## config.mk

```make
export PLATFORM = sky130hd
export DESIGN_NAME = page_frame_parser_debounce_flat
export DESIGN_NICKNAME = d
export VERILOG_FILES = /design/src/hdl/pfpd_pkg.sv /design/src/hdl/pfpd_if.sv /design/src/hdl/pfpd_front.sv /design/src/hdl/pfpd_queue.sv /design/src/hdl/pfpd_back.sv /design/src/hdl/page_frame_parser_debounce.sv /design/src/flat_wrapper.sv
export SDC_FILE = /design/constraint.sdc
export NUM_CORES = 1
export LEC_CHECK = 0
export ABC_AREA = 1
export ABC_CLOCK_PERIOD_IN_PS = 3000
export BUFFER_PORTS_ARGS = -buffer_cell sky130_fd_sc_hd__buf_2
export CAP_MARGIN = 0
export CORE_ASPECT_RATIO = 1.25
export CORE_UTILIZATION = 60
export CTS_CLUSTER_SIZE = 30
export DETAILED_ROUTE_END_ITERATION = 6
export PLACE_DENSITY_LB_ADDON = 0.08
export SYNTH_ARGS = -nofsm -noshare
export SYNTH_HDL_FRONTEND = slang
export SYNTH_HIERARCHICAL = 1
export SYNTH_SLANG_ARGS = --single-unit
```

## constraint.sdc

```tcl
create_clock -name i_clk -period 3 [get_ports i_clk]
set_clock_uncertainty 0.05 [all_clocks]
set_input_delay 0.45 -clock i_clk [delete_from_list [all_inputs] [get_ports i_clk]]
set_output_delay 0.45 -clock i_clk [all_outputs]
set_load 0.1 [all_outputs]
```

## src/hdl/pfpd_pkg.sv

```systemverilog
// Package for the page frame parser with debounce.
// Holds frame constants, the queue entry type, the front state type and the page decoder.
// No dependencies; every other file of the block imports it.
package pfpd_pkg;

    localparam logic [7:0]  SYNC_BYTE   = 8'h55;
    localparam logic [7:0]  HEADER_BYTE = 8'hAA;
    localparam logic [15:0] BAD_BITS    = 16'h8001;
    localparam logic [15:0] VALID_BIT   = 16'h4000;
    localparam logic [15:0] VALID_CLEAR = 16'hBFFF;
    localparam logic [1:0]  REPEATS     = 2'd3;
    localparam int          PAGE_W      = 14;
    localparam int          WORD_W      = 16;

    // Queue between front and back
    localparam int          Q_DEPTH     = 2;
    localparam int          Q_AW        = $clog2(Q_DEPTH);
    localparam int          Q_CW        = $clog2(Q_DEPTH + 1);

    // Collected-byte positions after sync
    localparam logic [1:0]  IDX_HDR     = 2'd0;
    localparam logic [1:0]  IDX_HI      = 2'd1;
    localparam logic [1:0]  IDX_LO      = 2'd2;

    typedef enum logic {
        FS_HUNT,
        FS_COLLECT
    } t_front_state;

    // One classified byte: a completed good frame carries its raw word
    typedef struct packed {
        logic              is_frame;
        logic [WORD_W-1:0] word;
    } t_q_entry;

    // Invert the word and pull the page out of it; 0 means invalid
    function automatic logic [PAGE_W-1:0] f_decode(logic [WORD_W-1:0] w, logic raw);
        logic [WORD_W-1:0] inv;
        logic [WORD_W-1:0] cleared;
        logic [PAGE_W-1:0] page;
        inv     = ~w;
        cleared = inv & VALID_CLEAR;
        page    = '0;
        if ((inv & BAD_BITS) != '0) begin
            page = '0;
        end else if (raw) begin
            page = inv[PAGE_W:1];
        end else if ((inv & VALID_BIT) != '0) begin
            page = cleared[PAGE_W:1];
        end
        return page;
    endfunction

endpackage

```

## src/hdl/pfpd_if.sv

```systemverilog
// Valid/ready channel interfaces for the page frame parser.
// Depends on pfpd_pkg for field widths.
interface pfpd_in_if import pfpd_pkg::*; ();
    logic       valid;
    logic       ready;
    logic [7:0] rx_byte;

    modport source (output valid, output rx_byte, input ready);
    modport sink   (input valid, input rx_byte, output ready);
endinterface

interface pfpd_out_if import pfpd_pkg::*; ();
    logic              valid;
    logic              ready;
    logic              frame_done;
    logic [PAGE_W-1:0] page_value;
    logic              page_confirmed;
    logic              page_changed;

    modport source (output valid, output frame_done, output page_value,
                    output page_confirmed, output page_changed, input ready);
    modport sink   (input valid, input frame_done, input page_value,
                    input page_confirmed, input page_changed, output ready);
endinterface

```

## src/hdl/pfpd_front.sv

```systemverilog
// Front end: sync hunt and frame assembly, one byte per cycle while the queue is not full.
// Every accepted byte is pushed to the queue, tagged when it completes a good frame.
// Depends on pfpd_pkg and pfpd_in_if.
module pfpd_front import pfpd_pkg::*; (
    input  logic       i_clk,
    input  logic       i_rst_n,
    pfpd_in_if.sink    i_rx,
    input  logic       i_q_full,
    output logic       o_push,
    output t_q_entry   o_entry
);

    t_front_state r_state, n_state;
    logic [1:0]   r_idx, n_idx;
    logic         r_hdr_ok;
    logic [7:0]   r_hi;
    logic         w_xfer;
    logic         w_last;

    assign i_rx.ready = ~i_q_full;
    assign w_xfer     = i_rx.valid & i_rx.ready;
    assign w_last     = (r_state == FS_COLLECT) && (r_idx == IDX_LO);

    // Next state
    always_comb begin
        n_state = r_state;
        n_idx   = r_idx;
        if (w_xfer) begin
            case (r_state)
                FS_HUNT: begin
                    if (i_rx.rx_byte == SYNC_BYTE) begin
                        n_state = FS_COLLECT;
                        n_idx   = IDX_HDR;
                    end
                end
                FS_COLLECT: begin
                    if (r_idx == IDX_LO) begin
                        n_state = FS_HUNT;
                        n_idx   = IDX_HDR;
                    end else begin
                        n_idx = r_idx + 2'd1;
                    end
                end
                default: begin
                    n_state = FS_HUNT;
                    n_idx   = IDX_HDR;
                end
            endcase
        end
    end

    // Outputs: push every transfer, tag frame completion
    always_comb begin
        o_push           = w_xfer;
        o_entry.is_frame = w_last & r_hdr_ok;
        o_entry.word     = {r_hi, i_rx.rx_byte};
    end

    always_ff @(posedge i_clk) begin
        if (!i_rst_n) begin
            r_state <= FS_HUNT;
            r_idx   <= IDX_HDR;
        end else begin
            r_state <= n_state;
            r_idx   <= n_idx;
        end
    end

    // Frame bytes, no reset needed
    always_ff @(posedge i_clk) begin
        if (w_xfer && r_state == FS_COLLECT) begin
            if (r_idx == IDX_HDR) begin
                r_hdr_ok <= (i_rx.rx_byte == HEADER_BYTE);
            end
            if (r_idx == IDX_HI) begin
                r_hi <= i_rx.rx_byte;
            end
        end
    end

endmodule

```

## src/hdl/pfpd_queue.sv

```systemverilog
// Two-entry queue between front and back ends.
// Full is registered, so the front never sees the output-side ready.
// Depends on pfpd_pkg.
module pfpd_queue import pfpd_pkg::*; (
    input  logic     i_clk,
    input  logic     i_rst_n,
    input  logic     i_push,
    input  t_q_entry i_entry,
    input  logic     i_pop,
    output logic     o_valid,
    output logic     o_full,
    output t_q_entry o_entry
);

    t_q_entry        r_mem [Q_DEPTH];
    logic [Q_AW-1:0] r_wr_ptr;
    logic [Q_AW-1:0] r_rd_ptr;
    logic [Q_CW-1:0] r_count;

    assign o_valid = (r_count != '0);
    assign o_full  = (r_count == Q_CW'(Q_DEPTH));
    assign o_entry = r_mem[r_rd_ptr];

    // Pointers and fill count
    always_ff @(posedge i_clk) begin
        if (!i_rst_n) begin
            r_wr_ptr <= '0;
            r_rd_ptr <= '0;
            r_count  <= '0;
        end else begin
            if (i_push) r_wr_ptr <= r_wr_ptr + Q_AW'(1);
            if (i_pop)  r_rd_ptr <= r_rd_ptr + Q_AW'(1);
            r_count <= r_count + Q_CW'(i_push) - Q_CW'(i_pop);
        end
    end

    // Entry storage
    always_ff @(posedge i_clk) begin
        if (i_push) begin
            r_mem[r_wr_ptr] <= i_entry;
        end
    end

endmodule

```

## src/hdl/pfpd_back.sv

```systemverilog
// Back end: page decode, repeat debounce and change detection.
// Pops one queue entry per cycle into the output register while it is empty or being taken.
// Depends on pfpd_pkg and pfpd_out_if.
module pfpd_back import pfpd_pkg::*; (
    input  logic        i_clk,
    input  logic        i_rst_n,
    input  logic        i_raw_mode,
    input  logic        i_q_valid,
    input  t_q_entry    i_q_entry,
    output logic        o_pop,
    pfpd_out_if.source  o_res
);

    logic [PAGE_W-1:0] r_cur, n_cur;
    logic [PAGE_W-1:0] r_cand, n_cand;
    logic [PAGE_W-1:0] r_rep, n_rep;
    logic [1:0]        r_tally, n_tally;
    logic              r_valid;
    logic              r_done, n_done;
    logic              r_conf, n_conf;
    logic              r_chg, n_chg;
    logic [PAGE_W-1:0] w_page;
    logic [1:0]        w_tally_inc;

    assign o_pop       = i_q_valid & (~r_valid | o_res.ready);
    assign w_page      = f_decode(i_q_entry.word, i_raw_mode);
    assign w_tally_inc = r_tally + 2'd1;

    // Page state update for one entry
    always_comb begin
        n_cur   = r_cur;
        n_cand  = r_cand;
        n_rep   = r_rep;
        n_tally = r_tally;
        n_done  = 1'b0;
        n_conf  = 1'b0;
        n_chg   = 1'b0;
        if (i_q_entry.is_frame) begin
            n_done = 1'b1;
            n_cur  = w_page;
            if (r_cand != w_page) begin
                n_cand  = w_page;
                n_tally = '0;
            end else if (w_tally_inc == REPEATS) begin
                n_tally = '0;
                n_conf  = 1'b1;
                n_chg   = (r_rep != w_page);
                n_rep   = w_page;
            end else begin
                n_tally = w_tally_inc;
            end
        end
    end

    always_ff @(posedge i_clk) begin
        if (!i_rst_n) begin
            r_valid <= 1'b0;
            r_cur   <= '0;
            r_cand  <= '0;
            r_rep   <= '0;
            r_tally <= '0;
        end else begin
            if (o_pop) begin
                r_valid <= 1'b1;
                r_cur   <= n_cur;
                r_cand  <= n_cand;
                r_rep   <= n_rep;
                r_tally <= n_tally;
            end else if (o_res.ready) begin
                r_valid <= 1'b0;
            end
        end
    end

    // Result flags, loaded with the state
    always_ff @(posedge i_clk) begin
        if (o_pop) begin
            r_done <= n_done;
            r_conf <= n_conf;
            r_chg  <= n_chg;
        end
    end

    assign o_res.valid          = r_valid;
    assign o_res.frame_done     = r_done;
    assign o_res.page_value     = r_cur;
    assign o_res.page_confirmed = r_conf;
    assign o_res.page_changed   = r_chg;

endmodule

```

## src/hdl/page_frame_parser_debounce.sv

```systemverilog
// Top level of the page frame parser with debounce.
// Depends on pfpd_pkg, pfpd_if, pfpd_front, pfpd_queue and pfpd_back.
//
//   channel   dir   handshake          payload
//   i_rx      in    valid / ready      rx_byte[7:0]
//   o_res     out   valid / ready      frame_done, page_value[13:0],
//                                      page_confirmed, page_changed
//   cfg       in    i_cfg_we           i_cfg_wdata = raw_mode
//
// One result per byte; a byte can transfer every cycle while the queue has room.
// Its result goes through the front push into the queue, then the back decode into
// the output register, and is valid once that register is loaded.
// Rate is set by the front, which takes one byte a cycle while the queue has room.
// Reset clears the hunt state, queue, page state and raw_mode; no clearing pass.
// A stall on o_res holds the output register; the two-entry queue absorbs it
// before i_rx.ready drops.
module page_frame_parser_debounce import pfpd_pkg::*; (
    input  logic        i_clk,
    input  logic        i_rst_n,
    input  logic        i_cfg_we,
    input  logic        i_cfg_wdata,
    pfpd_in_if.sink     i_rx,
    pfpd_out_if.source  o_res
);

    logic     r_raw_mode;
    logic     w_push;
    logic     w_pop;
    logic     w_q_valid;
    logic     w_q_full;
    t_q_entry w_push_entry;
    t_q_entry w_pop_entry;

    // Configuration register
    always_ff @(posedge i_clk) begin
        if (!i_rst_n) begin
            r_raw_mode <= 1'b0;
        end else if (i_cfg_we) begin
            r_raw_mode <= i_cfg_wdata;
        end
    end

    pfpd_front u_front (
        .i_clk    (i_clk),
        .i_rst_n  (i_rst_n),
        .i_rx     (i_rx),
        .i_q_full (w_q_full),
        .o_push   (w_push),
        .o_entry  (w_push_entry)
    );

    pfpd_queue u_queue (
        .i_clk   (i_clk),
        .i_rst_n (i_rst_n),
        .i_push  (w_push),
        .i_entry (w_push_entry),
        .i_pop   (w_pop),
        .o_valid (w_q_valid),
        .o_full  (w_q_full),
        .o_entry (w_pop_entry)
    );

    pfpd_back u_back (
        .i_clk      (i_clk),
        .i_rst_n    (i_rst_n),
        .i_raw_mode (r_raw_mode),
        .i_q_valid  (w_q_valid),
        .i_q_entry  (w_pop_entry),
        .o_pop      (w_pop),
        .o_res      (o_res)
    );

endmodule

```

## src/flat_wrapper.sv

```systemverilog
// flat-port wrapper written by rule: the top's interface ports become plain ports
module page_frame_parser_debounce_flat import pfpd_pkg::*;
  (i_clk, i_rst_n, i_cfg_we, i_cfg_wdata, i_rx_valid, i_rx_rx_byte, i_rx_ready, o_res_valid, o_res_frame_done, o_res_page_value, o_res_page_confirmed, o_res_page_changed, o_res_ready);
  pfpd_in_if i_rx_i ();
  pfpd_out_if o_res_i ();
  input  logic i_clk;
  input  logic i_rst_n;
  input  logic i_cfg_we;
  input  logic i_cfg_wdata;
  input wire logic [$bits(i_rx_i.valid)-1:0] i_rx_valid;
  input wire logic [$bits(i_rx_i.rx_byte)-1:0] i_rx_rx_byte;
  output wire logic [$bits(i_rx_i.ready)-1:0] i_rx_ready;
  output wire logic [$bits(o_res_i.valid)-1:0] o_res_valid;
  output wire logic [$bits(o_res_i.frame_done)-1:0] o_res_frame_done;
  output wire logic [$bits(o_res_i.page_value)-1:0] o_res_page_value;
  output wire logic [$bits(o_res_i.page_confirmed)-1:0] o_res_page_confirmed;
  output wire logic [$bits(o_res_i.page_changed)-1:0] o_res_page_changed;
  input wire logic [$bits(o_res_i.ready)-1:0] o_res_ready;
  assign i_rx_i.valid = i_rx_valid;
  assign i_rx_i.rx_byte = i_rx_rx_byte;
  assign i_rx_ready = i_rx_i.ready;
  assign o_res_valid = o_res_i.valid;
  assign o_res_frame_done = o_res_i.frame_done;
  assign o_res_page_value = o_res_i.page_value;
  assign o_res_page_confirmed = o_res_i.page_confirmed;
  assign o_res_page_changed = o_res_i.page_changed;
  assign o_res_i.ready = o_res_ready;
  page_frame_parser_debounce u_core (.i_clk(i_clk), .i_rst_n(i_rst_n), .i_cfg_we(i_cfg_we), .i_cfg_wdata(i_cfg_wdata), .i_rx(i_rx_i), .o_res(o_res_i));
endmodule
```

==> summary.txt <==
Yosys
  • Synth Instances: 544
  • Number of synthesized register bits: 100
  • Mapped Area: 0.00485 mm^2
  • Area share of the largest cell type after synthesis: 28.5%
  • Post-synthesis average cell area: 8.92 um^2
  • Post-Syn Nets: 560
  • Top cells by area, synth: sky130_fd_sc_hd__edfxtp_1, sky130_fd_sc_hd__dfxtp_1, sky130_fd_sc_hd__nand2_1
  • Number of warnings reported in the yosys synthesis log: 6
  • Distinct cell type count after synthesis: 38
  • Proportion of synthesized chip area in sequential cells: 50.7%
  • Largest area contributor in the synthesized netlist: sky130_fd_sc_hd__edfxtp_1

Layout
  • Final Core Density: 66.3%
  • Relative area change from synthesis to final layout: 7.06%
  • Fraction of layout instances using a drive strength above 1: 18.3%
  • Finished Layout Cells: 673
  • Number of nets in the finished design: 589
  • Antenna cells: 0

Die
  • Initial Util: 61.9%
  • Boundary pin count: 33
  • Chip Height: 103 um
  • Core Region: 0.00784 mm^2
  • Full die area: 0.00846 mm^2
  • Width of the chip: 82.5 um
  • Number of cell rows: 36

Critical path
  • Startpoint kind of the worst setup timing path: register
  • CP max stage delay: 0.52 ns
  • Most common cell on crit path: sky130_fd_sc_hd__nand2_1
  • Data arrival at the endpoint of the critical path: 2.94 ns
  • Critical path peak fanout: 23
  • Max stage delay cell, worst path: sky130_fd_sc_hd__dfxtp_1
  • Critical-path cell list: mux2_4, nand2_1, inv_4, nand2_2, nor2_1, nand2_1, nand2_1, nor2_1, nand3_1, nor2_4, nor2_4, nand2_1, a21oi_1
  • Critical path capture point type: register
  • Startpoint-to-endpoint class of the critical path: reg2reg
  • CP required: 3.24 ns
  • Setup slack of the worst register-to-register path: 0.30 ns

Power and ir drop
  • Switching share of power: 44.4%
  • Clk network pwr share: 17.0%
  • Total chip power: 4.80 mW
  • Sw Pwr: 2.13 mW
  • Largest vdd supply drop: 0.000581 V
  • Leak pwr: 2.35 nW
  • Part of the power in combinational logic: 46.2%
  • Sequential fraction of design power: 36.8%
  • Power density of the placed cells: 923 mW/mm^2
  • Internal Dissipation: 2.67 mW

Timing
  • Upper clock frequency limit: 370 MHz
  • RSZ-0062 raised after global routing: false
  • Number of endpoints with negative hold slack in the final report: 0
  • Post-route minimum period: 2.70 ns
  • Final Setup Violations: 0
  • Period Utilization, post-route: 90.0%
  • Max_slew headroom: 55.0%
  • Transition time at the pin with the least slew margin: 0.675 ns
  • Number of max-slew violations in the final report: 0
  • Final worst slack: 0.300 ns
  • Setup TNS: 0 ns

Clock tree
  • Clock transition at the registers of the reported paths: 0.09 ns
  • Clock latency of the later-clocked register in the worst-skew pair: 0.36 ns
  • Clock tree from TritonCTS: yes
  • Clock buffer depth: 2
  • Sinks on Clock Net: 100
  • Number of hold-repair buffers added at the cts stage: 0
  • # H-tree levels: 3
  • Number of buffers inserted to repair setup after CTS: 0
  • Post-cts resize count: 0
  • Root Buffer: sky130_fd_sc_hd__clkbuf_8
  • TritonCTS Buffers: 9

GRT
  • First-pass GRT wire length: 14500 um
  • Maximum number of pins on one net before global-route repair: 32
  • GRT overflow: 0
  • Vias in the first global route: 3157
  • Tot GR Track Use: 23.4%
  • Number of antenna violations at the first check in global routing: 0

Placed design
  • Setup WS pre-CTS: 0.317 ns
  • Number of placed instances, taps included: 657
  • Number of buffers added on ports: 32
  • HPWL Detailed: 6690 um
  • Routability cong.: 0.912

Route
  • Via count: 3458
  • Overall routed net length: 9040 um
  • Post-route ant nets: 0
  • Average wire per cell in the routed design: 13.4 um
  • Via density per instance: 5.14
  • Pre-Repair DR Iteration Count: 4
  • Iteration-0 DRC count of the detailed router: 196
  • Number of remaining DRC errors: 0

Worst hold path
  • Class of the most critical hold timing path: in2reg

Outcome
  • Status: finished, final reports clean

Flow run
  • Max capacitance violation total: 0
-- stage by stage --
| step | cell area [um^2] | hold WS [ns] |
|---|---|---|
| after floorplan | 4850 | 0.371 |
| after global routing | 5200 | 0.252 |
| after detailed placement | 5010 | 0.385 |
| after global placement | 5010 | 0.374 |
| after CTS | 5200 | 0.249 |
| final | 5200 | 0.257 |
-- worst paths after layout --
path,startpoint,endpoint,cells past startpoint
worst max-delay path,register,u_core/u_back/r_cand[4],13
worst min-delay path,i_rx_rx_byte[3],u_core/u_queue/r_mem[1][3],1
worst max register to register,register,u_core/u_back/r_cand[4],13
worst min register to register,u_core/u_front/r_hi[3],u_core/u_queue/r_mem[1][11],0
-- layout by cell type, fill, tap and decap left out, types with 3 or more instances in the layout --
master,synthesis,final
sky130_fd_sc_hd__nand2_1,126,126
sky130_fd_sc_hd__nor2_1,83,83
sky130_fd_sc_hd__inv_1,64,64
sky130_fd_sc_hd__dfxtp_1,54,54
sky130_fd_sc_hd__edfxtp_1,46,46
sky130_fd_sc_hd__buf_2,0,32
sky130_fd_sc_hd__a21oi_1,26,26
sky130_fd_sc_hd__nand3_1,18,18
sky130_fd_sc_hd__nand4_1,16,16
sky130_fd_sc_hd__o21ai_0,14,14
sky130_fd_sc_hd__mux2_4,10,10
sky130_fd_sc_hd__clkbuf_8,0,9
sky130_fd_sc_hd__buf_4,9,8
sky130_fd_sc_hd__xor2_1,7,7
sky130_fd_sc_hd__mux2_2,7,7
sky130_fd_sc_hd__nor2_4,6,6
sky130_fd_sc_hd__inv_2,5,5
sky130_fd_sc_hd__o21ai_1,5,5
sky130_fd_sc_hd__nand3_4,4,4
sky130_fd_sc_hd__nand3b_4,4,4
sky130_fd_sc_hd__nand3_2,4,4
sky130_fd_sc_hd__clkbuf_1,6,3
sky130_fd_sc_hd__nand2_2,3,3
-- power by group through the flow --
stage                     combinational, mW  clock, mW  sequential [mW]
after floorplan                        1.44          0             2.24
after global placement                 2.19          0             1.79
after detailed placement               2.22          0             1.80
after CTS                              2.22      0.835             1.77
after global routing                   2.43      0.889             1.79
final                                  2.22      0.815             1.76
-- layout make-up --
type | instances | area [um^2]
clock inverters | 4 | 50.0
inverters | 72 | 273
well taps | 95 | 119
flip-flops and latches | 100 | 2460
clock buffers | 12 | 135
multi-input cells | 349 | 1920
repair buffers | 41 | 240
fillers | 672 | 2640
-- cells by family (layout without fill, tap and decap cells) --
family / Yosys count / after routing / share of synthesized area [%]
XOR/XNOR: 8 / 8 / 1.44
adder cells (fa/ha/maj): 2 / 2 / 0.515
AO/OA/AOI/OAI: 45 / 45 / 4.64
multiplexers: 17 / 17 / 4.72
buffers and inverters: 95 / 129 / 9.77
AND/OR/NAND/NOR: 277 / 277 / 28.2
flip-flops: 100 / 100 / 50.7
-- registers in the layout (all words and copies together) (netlist names), 2 cells and up, named ones only --
signal                          count
u_core/u_queue/r_mem               34
u_core/u_back/o_res.page_value     14
u_core/u_back/r_cand               14
u_core/u_back/r_rep                14
u_core/u_front/r_hi                 8
u_core/u_back/r_tally               2
u_core/u_front/r_idx                2
u_core/u_queue/r_count              2
-- synth_stat cells (all sizes together) --
cell,count
ha,2
nor4,2
clkinv,2
buf,17
nand3b,5
o21ai,19
nor2,91
xnor2,1
and2,1
nand2,131
clkbuf,6
mux2,17
xor2,7
nor3b,2
or2,1
nor3,1
a21oi,26
edfxtp,46
dfxtp,54
nand4,17
nand3,26
inv,70
-- layer usage --
layer | vias to the layer above | track usage [%] | wire length, um
li1 | 1796 | - | -
met1 | 1564 | 27.1 | 3920
met2 | 79 | 40.6 | 4530
met3 | 19 | 4.69 | 343
met4 | 0 | 11.7 | 250
met5 | - | 0 | 0
-- worst max-delay path: cells and delay by family (launching register included) --
family / cells / cell delay [ns]
AND/OR/NAND/NOR: 10 / 1.39
flip-flops: 1 / 0.52
AO/OA/AOI/OAI: 1 / 0.14
multiplexers: 1 / 0.22
buffers and inverters: 1 / 0.29
Note: power is estimated with default switching activity, not from simulation.
